--- config.mk ---
export PLATFORM = sky130hd
export DESIGN_NAME = rmsp_sqrt
export DESIGN_NICKNAME = d
export VERILOG_FILES = /design/src/sv/rmsp_pkg.sv /design/src/sv/rmsp_sqrt.sv
export SDC_FILE = /design/constraint.sdc
export NUM_CORES = 2
export LEC_CHECK = 0
export BUFFER_PORTS_ARGS = -buffer_cell sky130_fd_sc_hd__buf_2
export CORE_MARGIN = 5
export CORE_UTILIZATION = 65
export CTS_BUF_LIST = sky130_fd_sc_hd__clkbuf_8
export DETAILED_ROUTE_END_ITERATION = 6
export MAX_ROUTING_LAYER = met4
export PLACE_DENSITY = 0.8
export SYNTH_ARGS = -nofsm -noshare
export SYNTH_HDL_FRONTEND = slang
export SYNTH_SLANG_ARGS = --single-unit
--- constraint.sdc ---
create_clock -name clk_i -period 4.26 [get_ports clk_i]
set_input_delay 0.852 -clock clk_i [delete_from_list [all_inputs] [get_ports clk_i]]
set_output_delay 0.852 -clock clk_i [all_outputs]
set_load 0.02 [all_outputs]
--- src/sv/rmsp_pkg.sv ---
// Shared types and constants of the RMSProp weight update unit.
`default_nettype none
package rmsp_pkg;
  localparam int unsigned IdxW = 10;
  localparam int unsigned DataW = 32;
  localparam int unsigned LrW = 24;
  localparam int unsigned DiscW = 17;
  localparam int unsigned EpsW = 16;
  localparam logic [31:0] MsOne = 32'd65536;

  // Configuration register indexes
  localparam logic [1:0] RegLr = 2'd0;
  localparam logic [1:0] RegDisc = 2'd1;
  localparam logic [1:0] RegEps = 2'd2;

  // Bits of the square-root operand (ms' << 16) and of its root
  localparam int unsigned SqW = 48;
  localparam int unsigned RootW = 24;

  // Divider: 56-bit dividend (lr * |g|), 25-bit denominator
  localparam int unsigned NumW = 56;
  localparam int unsigned DenW = 25;

  // Item context carried alongside the arithmetic
  typedef struct packed {
    logic [IdxW-1:0] index;
    logic [DataW-1:0] weight;
    logic neg;
    logic sat;
  } ctx_t;
endpackage
`default_nettype wire

--- src/sv/rmsp_sqrt.sv ---
// Pipelined restoring square root, one result bit per stage.
`default_nettype none
module rmsp_sqrt #(
  parameter int unsigned TagW = 8
) (
  input  wire logic                            clk_i,
  input  wire logic                            rst_ni,
  input  wire logic                            en_i,
  input  wire logic                            valid_i,
  input  wire logic [rmsp_pkg::SqW-1:0]        rad_i,
  input  wire logic [TagW-1:0]                 tag_i,
  output logic                                 valid_o,
  output logic [rmsp_pkg::RootW-1:0]           root_o,
  output logic [TagW-1:0]                      tag_o
);
  localparam int unsigned N = rmsp_pkg::RootW;
  localparam int unsigned W = rmsp_pkg::SqW;
  localparam int unsigned RemW = N + 2;

  for (genvar s = 0; s < N; s++) begin : g_stage
    logic            vld_c;
    logic [W-1:0]    rad_c;
    logic [RemW-1:0] rem_c;
    logic [N-1:0]    res_c;
    logic [TagW-1:0] tag_c;
    logic [RemW-1:0] trial;
    logic [RemW-1:0] shifted;
    logic            vld_q;
    logic [W-1:0]    rad_q;
    logic [RemW-1:0] rem_q;
    logic [N-1:0]    res_q;
    logic [TagW-1:0] tag_q;

    // stage operands: unit inputs or the previous stage
    if (s == 0) begin : g_head
      assign vld_c = valid_i;
      assign rad_c = rad_i;
      assign rem_c = '0;
      assign res_c = '0;
      assign tag_c = tag_i;
    end else begin : g_link
      assign vld_c = g_stage[s-1].vld_q;
      assign rad_c = g_stage[s-1].rad_q;
      assign rem_c = g_stage[s-1].rem_q;
      assign res_c = g_stage[s-1].res_q;
      assign tag_c = g_stage[s-1].tag_q;
    end

    // bring down two radicand bits, try subtracting 4*res+1
    assign shifted = {rem_c[RemW-3:0], rad_c[W-1:W-2]};
    assign trial = shifted - {res_c, 2'b01};

    always_ff @(posedge clk_i or negedge rst_ni) begin
      if (!rst_ni) begin
        vld_q <= 1'b0;
      end else if (en_i) begin
        vld_q <= vld_c;
      end
    end

    always_ff @(posedge clk_i) begin
      if (en_i) begin
        rad_q <= {rad_c[W-3:0], 2'b00};
        tag_q <= tag_c;
        if (!trial[RemW-1]) begin
          rem_q <= trial;
          res_q <= {res_c[N-2:0], 1'b1};
        end else begin
          rem_q <= shifted;
          res_q <= {res_c[N-2:0], 1'b0};
        end
      end
    end
  end

  assign valid_o = g_stage[N-1].vld_q;
  assign root_o = g_stage[N-1].res_q;
  assign tag_o = g_stage[N-1].tag_q;
endmodule
`default_nettype wire

==> results.ini <==
[status]
status = finished, final reports clean

[final_layout]
finalInstanceArea_sq_um = 75800
drive_above_1_share_pct = 13.3
syn_to_final_growth_pct = 10.3
nets = 5408

[worst_setup_path]
rr_endpoint = g_stage[19].rem_q[16]$_DFFE_PP_
start_kind = register
timing.rr.start = g_stage[18].rem_q[0]$_DFFE_PP_
crit_fanout = 23
worst_setup_path_end_kind = register
reg2regPathDepth = 10
critPathArrivalTime_ns = 4.57
crit_type = register to register
rrSetupSlack_ns = 0.35
crit_required_ns = 4.92

[synthesis]
syn_area_sq_um = 68700
async_flop_share_pct = 1.52
synth_edf_count = 1555
synthCells = 4713
syn_avg_cell_area_sq_um = 14.6
synth_nets = 5073
ys_seq_area_share_pct = 68.8
synth_top_flop_cell = edfxtp_1
ys_seq_elements = 1579
synth_cell_types = 75
yosys_warnings = 0

[power_and_ir_drop]
p_leak_nw = 29.2
comb_power_share_pct = 20.4
pwr-share-clk_pct = 28.3
power.internal_mw = 28.7
switching_share_pct = 27.6
vdd_drop_max_v = 0.000367
p_seq_share_pct = 51.3
pwr_density_cell_nw_per_um2 = 523
switchingPower_mw = 11.0

[clocking]
numClockSinks = 1579
h-tree-depth = 4
worstSkewPairLatency_ns = 0.92
post_cts_resized = 0
cts-buffers-inserted = 238
cts_root_buffer = clkbuf_8
path_clk_slew_ns = 0.07
cts_buffer_depth = 3
cts_tree = done

[global_route]
grt-ovfl-total = 0
grt_max_degree = 135
antenna_found_initial = 2
met3_usage_pct = 3.56
met2_usage_pct = 34.5
grt_first_pass_wirelength_um = 187000
top_usage_layer = met2
grt_pass1_vias = 37540
grt.met1_usage_pct = 27.7
grt_usage_pct = 21.2

[die]
row_count = 119
die_area_sq_um = 112000
io_pins = 93
dieWidth_um = 335
initial_core_util_pct = 65.4
coreArea_sq_um = 105000
die_h_um = 335

[place]
dpl_cell_area_sq_um = 71400
globalplace.congestion = 0.897
io_buffers = 92
hpwl_um = 78800
pre_cts_slack_ns = 0.420

[timing]
finalMaxSlewViolations = 0
setup_violations = 0
slew_headroom_pct = 37.2
fin_crit_sh_pct = 91.8
finalClockSkew_ns = 0.0362
layout_min_cycle_time_ns = 3.91
rsz0062_at_grt = false
tightest_slew_ns = 0.941
finalWorstSetupSlack_ns = 0.347
finalSetupTns_ns = 0
hold_viol = 0
max_freq_mhz = 256

[route]
drt-wirelength-per-cell_um = 17.3
vias_per_cell = 5.68
drt-total-wl_um = 115000
drc = 0
num_vias = 37754
drtIter0Drc = 2815
drtPass1Iterations = 6
detail-route-antenna-nets = 0

[hold_path]
hold_path.class = input pin to register
min_path_cells = 1
min-delay-start = rad_i[41]
min_to = g_stage[0].rad_q[43]$_DFFE_PP_

[run]
maxCapViolCount = 0

flip-flops by register name, indices dropped and copies added, names as in the netlist, 10 cells and up:
name	cells
g_stage.rem_q	487
g_stage.rem_c	24
g_stage.vld_q	22
g_stage.rad_q	524
g_stage.res_c	10
g_stage.res_q	266
g_stage.rad_c	28
root_o	24
g_stage.tag_q	176
repair_timing:
| action | 4_1_cts | 5_1_grt |
|---|---|---|
| hold buffers | 1 | 0 |
| buffers inserted | 0 | 0 |
| endpoints found under the hold margin | 24 | 0 |
Yosys cell counts (12+ instances only):
cell type | number | area [sq um]
nor2_1 | 215 | 807
o31ai_1 | 26 | 195
a21o_1 | 92 | 691
dfrtp_1 | 24 | 601
o211ai_1 | 15 | 113
nand2b_1 | 42 | 263
inv_1 | 395 | 1480
clkbuf_1 | 46 | 173
or3_1 | 38 | 238
and2_1 | 12 | 75.1
xor2_1 | 184 | 1610
and3_1 | 24 | 150
xnor2_1 | 252 | 2210
a31oi_1 | 26 | 163
nand4_1 | 28 | 175
nor3_1 | 88 | 440
ha_1 | 300 | 3750
a2111oi_0 | 12 | 105
nand3_1 | 65 | 325
or4_1 | 35 | 263
nor4_1 | 46 | 288
o21bai_1 | 12 | 90.1
a21boi_0 | 20 | 150
o21a_1 | 63 | 473
a211oi_1 | 18 | 135
or2_2 | 20 | 125
nand2_1 | 252 | 946
o21ai_0 | 179 | 896
nor4b_1 | 12 | 105
nor2b_1 | 45 | 282
nand3b_1 | 17 | 128
edfxtp_1 | 1555 | 46700
mux2_2 | 195 | 2200
a21oi_1 | 203 | 1020
critical path, cell delays in order, from the launching register on:
cell,delay [ns]
edfxtp_1,0.39
ha_1,0.35
o21a_1,0.13
o21ba_2,0.19
o2111ai_1,0.30
nand3_1,0.22
a31oi_1,0.43
o21a_1,0.18
xor2_1,0.43
inv_1,0.56
mux2_2,0.45
worst max path at each step:
stage | startpoint | end | depth (start not counted) | slack, ns
finish | g_stage[18].rem_q[0]$_DFFE_PP_ | g_stage[19].rem_q[16]$_DFFE_PP_ | 10 | 0.35
global placement | g_stage[18].rem_q[0]$_DFFE_PP_ | g_stage[19].rem_q[2]$_DFFE_PP_ | 10 | 0.53
CTS | g_stage[18].rem_q[0]$_DFFE_PP_ | g_stage[19].rem_q[16]$_DFFE_PP_ | 10 | 0.37
detailed placement | g_stage[18].rem_q[0]$_DFFE_PP_ | g_stage[19].rem_q[10]$_DFFE_PP_ | 10 | 0.42
floorplan | g_stage[16].rem_q[4]$_DFFE_PP_ | g_stage[17].rem_q[10]$_DFFE_PP_ | 10 | 0.56
global route | g_stage[18].rem_q[0]$_DFFE_PP_ | g_stage[19].rem_q[16]$_DFFE_PP_ | 10 | 0.17
area by class of cell:
| cell class | count | area (sq um) |
|---|---|---|
| Inverter | 398 | 1490 |
| Timing Repair Buffer | 155 | 1150 |
| Tap cell | 1391 | 1740 |
| Clock inverter | 202 | 1050 |
| Clock buffer | 240 | 3300 |
| Fill cell | 6747 | 29300 |
| Multi-Input combinational cell | 2676 | 19800 |
| Antenna cell | 1 | 2.50 |
| Sequential cell | 1579 | 47300 |
kinds of logic after synthesis:
logic type      share of synthesized area (%)
other cells                           0.00546
xor+xnor                                 5.60
compound gates                           7.08
mux                                      3.34
flops                                    68.8
simple gates                             7.17
fa+ha+maj                                5.46
buf+inv                                  2.51
power groups by stage:
stage / clock, mW / sequential, mW / combinational (mW)
floorplan: 0 / 20.2 / 6.15
global placement: 0 / 20.6 / 7.70
detailed placement: 0 / 20.6 / 8.01
CTS: 11.6 / 20.3 / 8.07
global route: 12.4 / 20.5 / 8.96
finish: 11.2 / 20.3 / 8.09
routing by layer:
layer | wire [um] | vias up | part of all wire, %
met4 | 2700 | 0 | 2.4
met2 | 56900 | 953 | 50
li1 | - | 18327 | -
met5 | 0 | - | 0
met1 | 49500 | 18271 | 43
met3 | 5720 | 203 | 5.0
through the flow:
stage          cells  hold slack [ns]  util (%)  power, mW
2_1_floorplan   4713            0.400         -       26.4
3_3_place_gp    6198            0.400      68.0       28.3
3_5_place_dp    6198            0.405      68.0       28.6
4_1_cts         6641           0.0125      72.1       40.0
5_1_grt         6642           0.0504      72.1       41.8
6_report        6642            0.114      72.1       39.6
cell usage in the layout, fill, tap and decap left out, types with 20 or more instances in the layout:
master	count
mux2_2	195
nand4_1	28
inv_1	476
or3_1	38
or4_1	35
a31oi_1	26
nand3_1	65
nor4_1	46
clkinv_1	65
ha_1	300
buf_2	91
dfrtp_1	24
a21boi_0	20
nor3_1	87
buf_4	46
nand2b_1	42
nor2_1	215
clkinv_2	34
edfxtp_1	1555
and3_1	24
a21o_1	92
a21oi_1	203
xnor2_1	248
or2_2	20
xor2_1	179
clkbuf_8	240
o31ai_1	26
o21ai_0	179
nand2_1	252
o21a_1	63
nor2b_1	45
Note: power is estimated with default switching activity, not from simulation.
